[src/hdl/assert_macros.svh]
// assertion macros included by remote_drive_frame_handler
// expects a clock named clk and an active-low reset named rst_n in scope
`ifndef ASSERT_MACROS_SVH
`define ASSERT_MACROS_SVH

// same-cycle implication, checked out of reset
`define ASSERT_IMPL(label, ante, cons) \
    label: assert property (@(posedge clk) disable iff (!rst_n) (ante) |-> (cons)) \
        else $error("rdfh assertion failed");

// next-cycle implication, checked out of reset
`define ASSERT_NEXT(label, ante, cons) \
    label: assert property (@(posedge clk) disable iff (!rst_n) (ante) |=> (cons)) \
        else $error("rdfh assertion failed");

`endif

[src/hdl/rdfh_pkg.sv]
// types, codes and constants of the remote drive frame handler
// used by every module of the block; depends on nothing
package rdfh_pkg;

    localparam int FRAME_BYTES = 4;
    localparam int HOLD_BYTES  = FRAME_BYTES - 1;
    localparam int CNT_W       = $clog2(FRAME_BYTES);
    localparam int QUEUE_DEPTH = 2;

    localparam logic [1:0] CMD_BYTE    = 2'd0;
    localparam logic [1:0] CMD_TICK    = 2'd1;
    localparam logic [1:0] CMD_CONNECT = 2'd2;
    localparam logic [1:0] CMD_DROP    = 2'd3;

    localparam logic [1:0] MOTOR_NONE = 2'd0;
    localparam logic [1:0] MOTOR_STOP = 2'd1;
    localparam logic [1:0] MOTOR_FWD  = 2'd2;
    localparam logic [1:0] MOTOR_BACK = 2'd3;

    localparam logic [1:0] REG_SERVO_MIN = 2'd0;
    localparam logic [1:0] REG_SERVO_MAX = 2'd1;
    localparam logic [1:0] REG_TIMEOUT   = 2'd2;

    localparam logic [7:0]  SERVO_MIN_RST = 8'd0;
    localparam logic [7:0]  SERVO_MAX_RST = 8'd180;
    localparam logic [15:0] TIMEOUT_RST   = 16'd500;

    localparam logic signed [7:0] DEAD_BAND    = 8'sd5;
    localparam logic [7:0]        SERVO_CENTER = 8'd90;
    // x / 10 as (x * 6554) >> 16, exact for x below 16384
    localparam logic [12:0]       RECIP_TEN    = 13'd6554;
    localparam int                RECIP_SHIFT  = 16;

    typedef struct packed {
        logic [1:0] command;
        logic [7:0] rx_byte;
        logic       control_active;
    } rdfh_in_t;

    typedef struct packed {
        logic       frame_accepted;
        logic       checksum_error;
        logic [1:0] motor_action;
        logic       servo_valid;
        logic [7:0] servo_angle;
        logic       timeout_brake;
    } rdfh_out_t;

    typedef struct packed {
        logic       frame_accepted;
        logic       checksum_error;
        logic       drive;
        logic       timeout_brake;
        logic [7:0] byte0;
        logic [7:0] byte1;
    } rdfh_mid_t;

    typedef struct packed {
        logic [7:0]  servo_min;
        logic [7:0]  servo_max;
        logic [15:0] timeout;
    } rdfh_cfg_t;

endpackage

[src/hdl/rdfh_queue.sv]
// small first-in first-out queue of packed words
// used between front and back and at the result side; uses rdfh_pkg
module rdfh_queue
    import rdfh_pkg::*;
#(
    parameter int WIDTH = 1,
    parameter int DEPTH = QUEUE_DEPTH
) (
    input  logic             clk,
    input  logic             rst_n,
    input  logic             push,
    input  logic [WIDTH-1:0] wdata,
    output logic             full,
    input  logic             pop,
    output logic [WIDTH-1:0] rdata,
    output logic             empty
);
    localparam int PTR_W = (DEPTH > 1) ? $clog2(DEPTH) : 1;
    localparam int CNT_W_Q = $clog2(DEPTH + 1);
    localparam logic [PTR_W-1:0] LAST = PTR_W'(DEPTH - 1);

    logic [WIDTH-1:0]   mem [DEPTH];
    logic [PTR_W-1:0]   wr_ptr_reg, wr_ptr_next;
    logic [PTR_W-1:0]   rd_ptr_reg, rd_ptr_next;
    logic [CNT_W_Q-1:0] count_reg, count_next;
    logic               do_push, do_pop;

    assign full    = (count_reg == CNT_W_Q'(DEPTH));
    assign empty   = (count_reg == '0);
    assign do_push = push && !full;
    assign do_pop  = pop && !empty;
    assign rdata   = mem[rd_ptr_reg];

    always_comb
    begin
        wr_ptr_next = wr_ptr_reg;
        rd_ptr_next = rd_ptr_reg;
        count_next  = count_reg;
        if (do_push)
        begin
            wr_ptr_next = (wr_ptr_reg == LAST) ? '0 : wr_ptr_reg + 1'b1;
        end
        if (do_pop)
        begin
            rd_ptr_next = (rd_ptr_reg == LAST) ? '0 : rd_ptr_reg + 1'b1;
        end
        if (do_push && !do_pop)
        begin
            count_next = count_reg + 1'b1;
        end
        else if (do_pop && !do_push)
        begin
            count_next = count_reg - 1'b1;
        end
    end

    always_ff @(posedge clk or negedge rst_n)
    begin
        if (!rst_n)
        begin
            wr_ptr_reg <= '0;
            rd_ptr_reg <= '0;
            count_reg  <= '0;
        end
        else
        begin
            wr_ptr_reg <= wr_ptr_next;
            rd_ptr_reg <= rd_ptr_next;
            count_reg  <= count_next;
        end
    end

    always_ff @(posedge clk)
    begin
        if (do_push)
        begin
            mem[wr_ptr_reg] <= wdata;
        end
    end

endmodule

[src/hdl/rdfh_front.sv]
// front part: decodes commands, assembles frames, checks checksums, runs the watchdog
// uses rdfh_pkg; feeds the middle queue
module rdfh_front
    import rdfh_pkg::*;
(
    input  logic      clk,
    input  logic      rst_n,
    input  logic      take,
    input  rdfh_in_t  request,
    input  rdfh_cfg_t cfg,
    output rdfh_mid_t entry
);
    logic [7:0]       frame_bytes_reg [HOLD_BYTES];
    logic [CNT_W-1:0] byte_count_reg, byte_count_next;
    logic             link_up_reg, link_up_next;
    logic             braked_reg, braked_next;
    logic [15:0]      silence_reg, silence_next;
    logic             byte_we;
    logic [7:0]       sum;
    logic [15:0]      silence_inc;

    always_comb
    begin
        sum = '0;
        for (int i = 0; i < HOLD_BYTES; i++)
        begin
            sum = sum ^ frame_bytes_reg[i];
        end
    end

    assign silence_inc = (silence_reg == 16'hFFFF) ? silence_reg : silence_reg + 16'd1;

    always_comb
    begin
        byte_count_next = byte_count_reg;
        link_up_next    = link_up_reg;
        braked_next     = braked_reg;
        silence_next    = silence_reg;
        byte_we         = 1'b0;
        entry           = '0;
        entry.byte0     = frame_bytes_reg[0];
        entry.byte1     = frame_bytes_reg[1];
        unique case (request.command)
            CMD_BYTE:
            begin
                if (link_up_reg)
                begin
                    if (byte_count_reg < CNT_W'(HOLD_BYTES))
                    begin
                        byte_we         = 1'b1;
                        byte_count_next = byte_count_reg + 1'b1;
                    end
                    else
                    begin
                        byte_count_next = '0;
                        if (sum == request.rx_byte)
                        begin
                            entry.frame_accepted = 1'b1;
                            entry.drive          = request.control_active;
                            silence_next         = '0;
                            braked_next          = 1'b0;
                        end
                        else
                        begin
                            entry.checksum_error = 1'b1;
                        end
                    end
                end
            end
            CMD_TICK:
            begin
                silence_next = silence_inc;
                if (link_up_reg && (silence_inc > cfg.timeout) && !braked_reg
                    && request.control_active)
                begin
                    braked_next         = 1'b1;
                    entry.timeout_brake = 1'b1;
                end
            end
            CMD_CONNECT:
            begin
                link_up_next    = 1'b1;
                byte_count_next = '0;
                silence_next    = '0;
                braked_next     = 1'b0;
            end
            CMD_DROP:
            begin
                link_up_next    = 1'b0;
                byte_count_next = '0;
            end
            default:
            begin
                link_up_next = link_up_reg;
            end
        endcase
    end

    always_ff @(posedge clk or negedge rst_n)
    begin
        if (!rst_n)
        begin
            byte_count_reg <= '0;
            link_up_reg    <= 1'b0;
            braked_reg     <= 1'b0;
            silence_reg    <= '0;
        end
        else if (take)
        begin
            byte_count_reg <= byte_count_next;
            link_up_reg    <= link_up_next;
            braked_reg     <= braked_next;
            silence_reg    <= silence_next;
        end
    end

    always_ff @(posedge clk)
    begin
        if (take && byte_we)
        begin
            frame_bytes_reg[byte_count_reg] <= request.rx_byte;
        end
    end

endmodule

[src/hdl/rdfh_back.sv]
// back part: turns a classified transaction into motor and servo settings
// uses rdfh_pkg; reads the middle queue and writes the result queue
module rdfh_back
    import rdfh_pkg::*;
(
    input  rdfh_mid_t entry,
    input  rdfh_cfg_t cfg,
    output rdfh_out_t result
);
    logic [7:0]         mag;
    logic [10:0]        nine_mag;
    logic [23:0]        prod;
    logic [7:0]         quot;
    logic signed [9:0]  angle;
    logic signed [9:0]  lim_min;
    logic signed [9:0]  lim_max;
    logic [7:0]         clamped;
    logic [1:0]         motor;

    assign mag      = entry.byte1[7] ? (8'd0 - entry.byte1) : entry.byte1;
    assign nine_mag = {mag, 3'b000} + {3'b000, mag};
    assign prod     = nine_mag * RECIP_TEN;
    assign quot     = prod[RECIP_SHIFT+7:RECIP_SHIFT];
    assign angle    = entry.byte1[7]
                      ? $signed({2'b00, SERVO_CENTER}) - $signed({2'b00, quot})
                      : $signed({2'b00, SERVO_CENTER}) + $signed({2'b00, quot});
    assign lim_min  = $signed({2'b00, cfg.servo_min});
    assign lim_max  = $signed({2'b00, cfg.servo_max});

    always_comb
    begin
        if (angle < lim_min)
        begin
            clamped = cfg.servo_min;
        end
        else if (angle > lim_max)
        begin
            clamped = cfg.servo_max;
        end
        else
        begin
            clamped = angle[7:0];
        end
    end

    always_comb
    begin
        if ($signed(entry.byte0) > DEAD_BAND)
        begin
            motor = MOTOR_FWD;
        end
        else if ($signed(entry.byte0) < -DEAD_BAND)
        begin
            motor = MOTOR_BACK;
        end
        else
        begin
            motor = MOTOR_STOP;
        end
    end

    always_comb
    begin
        result                = '0;
        result.frame_accepted = entry.frame_accepted;
        result.checksum_error = entry.checksum_error;
        result.timeout_brake  = entry.timeout_brake;
        if (entry.drive)
        begin
            result.motor_action = motor;
            result.servo_valid  = 1'b1;
            result.servo_angle  = clamped;
        end
        else
        begin
            result.motor_action = MOTOR_NONE;
        end
    end

endmodule

[src/hdl/remote_drive_frame_handler.sv]
// channel   | handshake       | payload
// request   | push / full     | rdfh_in_t  command, rx_byte, control_active
// result    | pop / empty     | rdfh_out_t flags, motor_action, servo_angle
// config    | cfg_write       | cfg_index selects register, cfg_data value
//
// one transaction per cycle while full is low, one result each; the front part
// updates frame and watchdog state in the accepting cycle, the back part
// computes motor and servo when the transaction leaves the middle queue, so a
// result shows on the result ports after the middle queue and the result queue;
// full rises only when both queues fill under a stalled result side;
// asynchronous active-low reset, no clearing pass
module remote_drive_frame_handler
    import rdfh_pkg::*;
#(
    parameter int DEPTH = QUEUE_DEPTH
) (
    input  logic        clk,
    input  logic        rst_n,
    input  logic        push,
    output logic        full,
    input  rdfh_in_t    request,
    input  logic        pop,
    output logic        empty,
    output rdfh_out_t   result,
    input  logic        cfg_write,
    input  logic [1:0]  cfg_index,
    input  logic [15:0] cfg_data
);
    `include "assert_macros.svh"

    rdfh_cfg_t cfg_reg;
    rdfh_mid_t front_entry;
    rdfh_mid_t back_entry;
    rdfh_out_t back_result;
    logic      take;
    logic      mid_empty;
    logic      out_full;
    logic      back_move;

    assign take      = push && !full;
    assign back_move = !mid_empty && !out_full;

    always_ff @(posedge clk or negedge rst_n)
    begin
        if (!rst_n)
        begin
            cfg_reg.servo_min <= SERVO_MIN_RST;
            cfg_reg.servo_max <= SERVO_MAX_RST;
            cfg_reg.timeout   <= TIMEOUT_RST;
        end
        else if (cfg_write)
        begin
            case (cfg_index)
                REG_SERVO_MIN: cfg_reg.servo_min <= cfg_data[7:0];
                REG_SERVO_MAX: cfg_reg.servo_max <= cfg_data[7:0];
                REG_TIMEOUT:   cfg_reg.timeout   <= cfg_data;
                default:       cfg_reg.timeout   <= cfg_reg.timeout;
            endcase
        end
    end

    rdfh_front u_front (
        .clk     (clk),
        .rst_n   (rst_n),
        .take    (take),
        .request (request),
        .cfg     (cfg_reg),
        .entry   (front_entry)
    );

    rdfh_queue #(
        .WIDTH ($bits(rdfh_mid_t)),
        .DEPTH (DEPTH)
    ) u_mid_queue (
        .clk   (clk),
        .rst_n (rst_n),
        .push  (take),
        .wdata (front_entry),
        .full  (full),
        .pop   (back_move),
        .rdata (back_entry),
        .empty (mid_empty)
    );

    rdfh_back u_back (
        .entry  (back_entry),
        .cfg    (cfg_reg),
        .result (back_result)
    );

    rdfh_queue #(
        .WIDTH ($bits(rdfh_out_t)),
        .DEPTH (DEPTH)
    ) u_out_queue (
        .clk   (clk),
        .rst_n (rst_n),
        .push  (back_move),
        .wdata (back_result),
        .full  (out_full),
        .pop   (pop),
        .rdata (result),
        .empty (empty)
    );

    `ASSERT_IMPL(a_flags_exclusive, !empty, !(result.frame_accepted && result.checksum_error))
    `ASSERT_IMPL(a_servo_needs_frame, !empty && result.servo_valid,
        result.frame_accepted && (result.motor_action != MOTOR_NONE))
    `ASSERT_IMPL(a_brake_alone, !empty && result.timeout_brake,
        !result.frame_accepted && !result.checksum_error && !result.servo_valid)
    `ASSERT_NEXT(a_back_fills_out, back_move, !empty)

endmodule

[config.mk]
export PLATFORM = sky130hd
export DESIGN_NAME = remote_drive_frame_handler
export DESIGN_NICKNAME = d
export VERILOG_FILES = /design/src/hdl/rdfh_pkg.sv /design/src/hdl/rdfh_queue.sv /design/src/hdl/rdfh_front.sv /design/src/hdl/rdfh_back.sv /design/src/hdl/remote_drive_frame_handler.sv
export VERILOG_INCLUDE_DIRS = /design/src /design/src/hdl
export SDC_FILE = /design/constraint.sdc
export NUM_CORES = 1
export LEC_CHECK = 0
export BUFFER_PORTS_ARGS = -buffer_cell sky130_fd_sc_hd__buf_2
export CORE_MARGIN = 2
export CORE_UTILIZATION = 63
export DETAILED_ROUTE_END_ITERATION = 10
export PLACE_DENSITY = 0.89
export SLEW_MARGIN = 5
export SYNTH_ARGS = -nofsm -noshare
export SYNTH_HDL_FRONTEND = slang
export SYNTH_HIERARCHICAL = 1
export SYNTH_SLANG_ARGS = --single-unit
[constraint.sdc]
create_clock -name clk -period 13.5 [get_ports clk]
set_input_delay 0.675 -clock clk [delete_from_list [all_inputs] [get_ports clk]]
set_output_delay 0.675 -clock clk [all_outputs]
set_load 0.005 [all_outputs]
After elaboration in Yosys (flattened, before gate mapping)
Memories as Yosys holds them, arrays and structs flattened.
Index checks and enable logic that the tools add are counted.
Widths: inputs -> output; s select.
- memories: 3
- register bits after elaboration: 60
- memory bits (writable): 92
- output and inout port bits: 16
- input bits: 34
- logic and storage cells: 139
- magnitude comparators: 6
- reductions and logical operators: 40
- bitwise operators: 2
- multipliers: 1
- mux-type cells: 47
- equal/unequal tests: 13
- add/sub/neg operators: 14
- memory list (memory ; words ; bits a word ; read ports ; clocked after memory_dff ; write ports ; RTL line ; source):
    u_mid_queue.mem ; 2 ; 20 ; 1 ; 0 ; 1 ; rdfh_queue.sv:22 ; logic [WIDTH-1:0] mem [DEPTH];
    u_out_queue.mem ; 2 ; 14 ; 1 ; 0 ; 1 ; rdfh_queue.sv:22 ;
    u_front.frame_bytes_reg ; 3 ; 8 ; 3 ; 0 ; 1 ; rdfh_front.sv:13 ; logic [7:0] frame_bytes_reg [HOLD_BYTES];
- operators by type and width (operator ; number):
    $mux 16 ; 4
    $pmux 16 s3 ; 1
    $mux 8 ; 3
    $mul 11x12->23 const B ; 1
    $mux 1 ; 22
    $mux 2 ; 9
    $add 16x1->16 const B ; 1
    $eq 16x16->1 const B ; 1
    $gt 16x16->1 ; 1
    $xor 8x8->8 ; 2
    $logic_and 1x1->1 ; 14
    $add 11x8->11 ; 1
    $eq 2x2->1 const B ; 5
    $gt 10x9->1 ; 1
    $lt 10x9->1 ; 1
    $mux 10 ; 1
    $add 7x8->9 const A ; 1
    $logic_not 1->1 ; 9
    $mux 3 ; 3
    $mux 9 ; 1
    $sub 7x8->9 const A ; 1
    $eq 8x8->1 ; 1
    $gt 8x4->1 const B ; 1
    $logic_not 2->1 ; 4
    19 further kinds ; 34

Longest topological paths before layout
Gate-level depths: netlist of run 1.
An unclocked memory read counts as a cell.
- depth in word-level cells: 11
- mapped depth: 47
- depth with buffers taken out: 45

Hierarchy
The synthesis of run 1 kept the hierarchy.
- by module, submodules not included (module ; seq. area each (um2) ; cells each ; area each (um2) ; instances):
    rdfh_back ; 0.0 ; 465 ; 3871.2 ; 1
    rdfh_front ; 1221.2 ; 284 ; 2874.0 ; 1
    rdfh_queue at u_mid_queue ; 1301.2 ; 81 ; 1637.8 ; 1
    rdfh_queue at u_out_queue ; 940.9 ; 63 ; 1260.0 ; 1
    remote_drive_frame_handler ; 813.3 ; 70 ; 1244.9 ; 1

Worst setup path before layout of run 1
No wires, ideal clock.
- path kind: register to register
- start point: register u_mid_queue.rd_ptr_reg
- end point: memory u_out_queue/mem[0][5] (netlist name), data pin
- cell stages (with the launch flop): 43
- path buffers: 1
- slack: 3.668 ns
- data arrival time: 9.572 ns
- period minus slack after synthesis: 9.832 ns
- data required time: 13.240 ns
- setup time: 0.260 ns
- cell sequence: dfrtp_1 > buf_4 > mux2_1 > inv_1 > ha_1 > nand2b_4 > xor2_4 > inv_1 > ha_1 > a21oi_1 > o21ai_0 > a21o_1 > a21oi_1 > xnor2_1 > inv_1 > ha_1 > fa_1 > inv_1 > (+7 left out) > or2_2 > o21ai_0 > a211oi_2 > inv_1 > ha_1 > nor4b_1 > nor3_1 > mux2i_1 > xor2_1 > ha_1 > a21oi_1 > o21ai_0 > a21o_1 > a21oi_1 > a2bb2oi_2 > mux2_2 > mux2i_1 > nor2_1
- RTL lines (item ; RTL line ; source):
    start, declared ; rdfh_queue.sv:24 ; logic [PTR_W-1:0] rd_ptr_reg, rd_ptr_next;
    start signal, assigned ; rdfh_queue.sv:68 ; rd_ptr_reg <= rd_ptr_next;
    end, declared ; rdfh_queue.sv:22 ;

==> qor.yml, run 1 <==
cts:
  htreeDepth: 4
  cts_root_buf: "clkbuf_16"
  clock_sinks: 152
  clk_latency_ps: 430
  cts_tree: "done"
  postCtsSetupRepairBufs: 0
  cts_inserted_buffers: 17
  cts.clk_slew.worst_paths_ps: 60
  ctsHoldBuffers: 0
  cts-resized-gates: 0
  clockBufferDepth: 2
worst_setup_path:
  crit_path_start_kind: "flip-flop"
  path_delay_family: "adder cells"
  cp.arrival_ps: 12080
  cp_data_required_time_ps: 13660
  cp_num_buf_inv: 6
  slowest_delay_ps: 940
  critical-path-slowest-cell: "dfrtp_1"
  cp-end-kind: "flip-flop"
  cp_max_fo: 21
  critPathKind: "flip-flop to flip-flop"
placement:
  port_buffers: 49
  gp_congestion: 0.923
  place_ws_ps: 1850
  dpl_cell_area_um2: 11300
  hpwlAfterDp_mm: 16.6
grt:
  grt_pass1_vias: 7631
  gr-total-overflow: 0
  antenna_found_initial: 0
  grt_usage_pct: 26.5
  grt_max_degree: 61
  grt_first_pass_wirelength_mm: 37.9
cells_and_area:
  drive_gt1_share_pct: 19.3
  diodes: 0
  layout_commonest_cell: "inv_1"
  post-route-util_pct: 69.3
  regArea_um2: 4280
  fillCellCount: 1164
  fin_nets: 1187
  largest_reg_flops: 40
  area_growth_pct: 8.94
  multi_input_area_um2: 5980
  layout_common_cells: "inv_1 (117), ha_1 (112), edfxtp_1 (92)"
  stdcell_area_um2: 11900
route:
  drcViolationCount: 0
  drt-initial-drc-count: 759
  viasPerCell: 6.12
  wl_mm: 23.3
  wl_met2_mm: 11.9
  detail_route.wl_per_cell_um: 18.7
  drt_pass1_iterations: 6
  met3_length_mm: 1.22
  top_layer: "met4"
  vias: 7642
  met1_length_mm: 9.51
  drtAntennaViolNets: 0
sta:
  setup-violations-final: 0
  finalClockSkew_ps: 5.99
  worstMarginPinSlew_ps: 960
  period_needed_ps: 11920
  rsz0062_at_grt: "no"
  hold_viol: 0
  setup_tns_ps: 0
  fmax_mhz: 83.9
  maxSlewHeadroom_pct: 36.0
  fin_crit_sh_pct: 88.3
  postLayoutSetupSlackWorst_ps: 1580
  slew_viol_final: 0
floorplan:
  row_count: 48
  coreArea_um2: 17100
  die_y_um: 135
  die_area_um2: 18300
  ios: 50
  start_util_pct: 63.6
  fp.dieW_um: 135
synth:
  synth_cells: 963
  syn_avg_cell_area_um2: 11.3
  synth-seq-area-share_pct: 39.3
  syn_area_um2: 10900
  synthesis.nets: 1140
  synthArstFlopShare_pct: 39.5
  ys.flop_type: "edfxtp_1"
  synth_enable_flop_cells: 92
  yosysWarnings: 6
  synth_cell_type_count: 96
  synth_seq_cells: 152
run:
  cap_violations: 0
run_status:
  status: "finished, final reports clean"
worst_hold_path:
  min_path_type: "primary input to async pin"
-- per-stage QoR --
stage	hold slack, ps	std cells
floorplan	379	963
global route	460	1248
global placement	476	1216
detailed placement	482	1216
finish	386	1248
CTS	431	1248
-- cell type report --
cell class                 count  area share (%)
multi-input combinational    667            50.4
sequential                   152            36.1
inverter                     119            3.77
clock buffer                  18            3.62
tap                          225            2.37
timing repair buffer          53            2.32
clock inverter                14            1.45
-- path summary, 6_finish.rpt --
check	slack, ps	start	to	depth (start not counted)
max reg2reg	1580	u_mid_queue/rd_ptr_reg$_DFFE_PN0P_	u_out_queue/mem[0][5]$_DFFE_PP_	41
max in group asynchronous	12580	rst_n	u_front/silence_reg[7]$_DFFE_PN0P_	2
min	390	rst_n	cfg_reg[31]$_DFFE_PN0P_	2
max	1580	u_mid_queue/rd_ptr_reg$_DFFE_PN0P_	u_out_queue/mem[0][5]$_DFFE_PP_	41
min in group clk	470	request[5]	u_front/frame_bytes_reg[1][4]$_DFFE_PP_	1
min reg2reg	490	u_front/frame_bytes_reg[0][2]$_DFFE_PP_	u_mid_queue/mem[0][10]$_DFFE_PP_	0
-- routing by layer --
layer	vias up	global-route usage, %
met5	-	0
met4	0	7.93
met3	79	4.49
met2	335	47.6
met1	3696	32.9
li1	3532	-
-- worst reg2reg max path, delay by kind of cell (launching register included) --
kind / cells / cell delay (ps)
fa+ha+maj: 10 / 3870
compound gates: 12 / 2850
mux: 4 / 1250
simple gates: 6 / 1180
flops: 1 / 940
xor+xnor: 3 / 800
buf+inv: 6 / 760
-- cells by family after synthesis --
group | Yosys count | share of synthesized area [%]
AO/OA/AOI/OAI | 167 | 11.1
XOR/XNOR | 72 | 6.38
adder cells (fa/ha/maj) | 143 | 18.6
buffers and inverters | 144 | 5.79
flip-flops | 152 | 39.3
multiplexers | 74 | 7.91
AND/OR/NAND/NOR | 211 | 10.9
-- cells in the mapped netlist (19+ instances only) --
cell	n	area share [%]
inv_1	117	4.0
ha_1	112	13
edfxtp_1	92	25
dfrtp_1	50	11
xnor2_1	47	3.8
nor2_1	45	1.6
a21oi_1	44	2.0
mux2_2	41	4.2
nand2_1	39	1.3
fa_1	31	5.7
o21ai_0	23	1.1
mux2_1	19	2.0
Power of run 1 is not shown: default switching activity piles up to over one toggle a cycle in this logic, so the estimate is an artifact.
==> run 2: changes to the inputs <==
--- a/config.mk
+++ b/config.mk
@@ -9,2 +9,3 @@
 export BUFFER_PORTS_ARGS = -buffer_cell sky130_fd_sc_hd__buf_2
+export CORE_ASPECT_RATIO = 1.5
 export CORE_MARGIN = 2
--- a/constraint.sdc
+++ b/constraint.sdc
@@ -3,2 +3,2 @@
 set_output_delay 0.675 -clock clk [all_outputs]
-set_load 0.005 [all_outputs]
+set_load 0.01 [all_outputs]
==> run 2 against run 1 <==
  * Flip-flop and latch count did not move
  * Fmax rose by 0.31%
  * Worst hold slack improved by 15 ps
  * Critical endpoint unchanged
  * Global-route usage fell by 1.2 points
  * Sequential share of layout area rose by 0.14 points
  * Cell area fell by 0.38%
  * Via count fell by 2.7%
  * Non-clock buffer count fell by 1
  * Critical path depth did not move
  * Largest cell class unchanged
==> qor.yml, run 2 (synthesis results as in run 1) <==
cells_and_area:
  layout_commonest_cell: "inv_1"
  instances_no_fill: 1232
  drive_gt1_share_pct: 19.4
  stdcell_area_um2: 11800
  layout_common_cells: "inv_1 (117), ha_1 (112), edfxtp_1 (92)"
  largest_reg_flops: 40
  diodes: 0
  fin_nets: 1186
  area_growth_pct: 8.53
sta:
  setup_tns_ps: 0
  hold_viol: 0
  setup-violations-final: 0
  slew_viol_final: 0
  maxSlewHeadroom_pct: 14.8
  fmax_mhz: 84.2
  fin_crit_sh_pct: 88.0
  worstMarginPinSlew_ps: 1270
  rsz0062_at_grt: "no"
  period_needed_ps: 11880
  finalClockSkew_ps: 9.88
worst_setup_path:
  r2r-end: "u_out_queue/mem[0][5]$_DFFE_PP_"
  path_delay_family: "adder cells"
  reg2reg_from: "u_mid_queue/rd_ptr_reg$_DFFE_PN0P_"
  rr_worst_depth: 41
  cp.arrival_ps: 12050
  cp_num_buf_inv: 6
  cp_max_fo: 21
  critPathKind: "flip-flop to flip-flop"
  critical-path-slowest-cell: "dfrtp_1"
  r2r_slack_ps: 1620
  slowest_delay_ps: 920
  cp_data_required_time_ps: 13660
  cp-end-kind: "flip-flop"
  crit_path_start_kind: "flip-flop"
run_status:
  status: "finished, final reports clean"
placement:
  numPlacedInstances: 1200
  hpwlAfterDp_mm: 16.8
  gp_congestion: 0.912
  dpl_cell_area_um2: 11200
  port_buffers: 49
run:
  cap_violations: 0
cts:
  clockBufferDepth: 2
  ctsHoldBuffers: 0
  cts-resized-gates: 0
  clock_sinks: 152
  cts_tree: "done"
  clk_latency_ps: 420
  postCtsSetupRepairBufs: 0
  cts_root_buf: "clkbuf_16"
  cts.clk_slew.worst_paths_ps: 70
  htreeDepth: 4
  cts_inserted_buffers: 17
worst_hold_path:
  min_path_type: "primary input to async pin"
route:
  viasPerCell: 6.04
  drt-initial-drc-count: 482
  wl_mm: 22.5
  vias: 7439
  detail_route.wl_per_cell_um: 18.2
  drt_pass1_iterations: 6
  drtAntennaViolNets: 0
  drcViolationCount: 0
grt:
  grt_first_pass_wirelength_mm: 36.8
  gr-total-overflow: 0
  grt_pass1_vias: 7870
  grt_usage_pct: 25.3
  grt_max_degree: 61
  antenna_found_initial: 0
floorplan:
  fp.dieW_um: 111
  start_util_pct: 64.7
  row_count: 58
  ios: 50
  die_y_um: 165
  coreArea_um2: 16800
  die_area_um2: 18400
[run 2: stage by stage]
stage	worst slack (ps)	util [%]	hold slack, ps
floorplan	3670	-	379
global placement	2230	66.7	471
detailed placement	1780	66.7	483
CTS	1710	70.2	419
global route	659	70.2	444
finish	1620	70.2	400
[run 2: routing by layer]
metal / wire [um] / share of wire (%) / global-route usage [%]
met4: 993 / 4.4 / 13.0
met5: 0 / 0 / 0
met1: 8520 / 38 / 27.2
met2: 12100 / 54 / 47.8
met3: 915 / 4.1 / 4.11
[run 2: cell type report]
cell class,count,area [um^2]
Tap cell,210,263
Inverter,119,447
Sequential cell,152,4280
Fill cell,1171,5020
Multi-Input combinational cell,667,5980
Clock inverter,15,156
Clock buffer,17,425
Timing Repair Buffer,52,268
[run 2: worst max-delay path by stage]
stage	end	slack, ps	cells after the start	start
2_1_floorplan	u_out_queue/mem[0][5]$_DFFE_PP_	3670	42	u_mid_queue/rd_ptr_reg$_DFFE_PN0P_
3_3_place_gp	u_out_queue/mem[0][5]$_DFFE_PP_	2230	41	u_mid_queue/rd_ptr_reg$_DFFE_PN0P_
3_5_place_dp	u_out_queue/mem[0][5]$_DFFE_PP_	1780	41	u_mid_queue/rd_ptr_reg$_DFFE_PN0P_
4_1_cts	u_out_queue/mem[0][5]$_DFFE_PP_	1710	41	u_mid_queue/rd_ptr_reg$_DFFE_PN0P_
5_1_grt	u_out_queue/mem[0][5]$_DFFE_PP_	660	40	u_mid_queue/rd_ptr_reg$_DFFE_PN0P_
6_report	u_out_queue/mem[0][5]$_DFFE_PP_	1620	41	u_mid_queue/rd_ptr_reg$_DFFE_PN0P_
Power of run 2 is left out for the same reason.
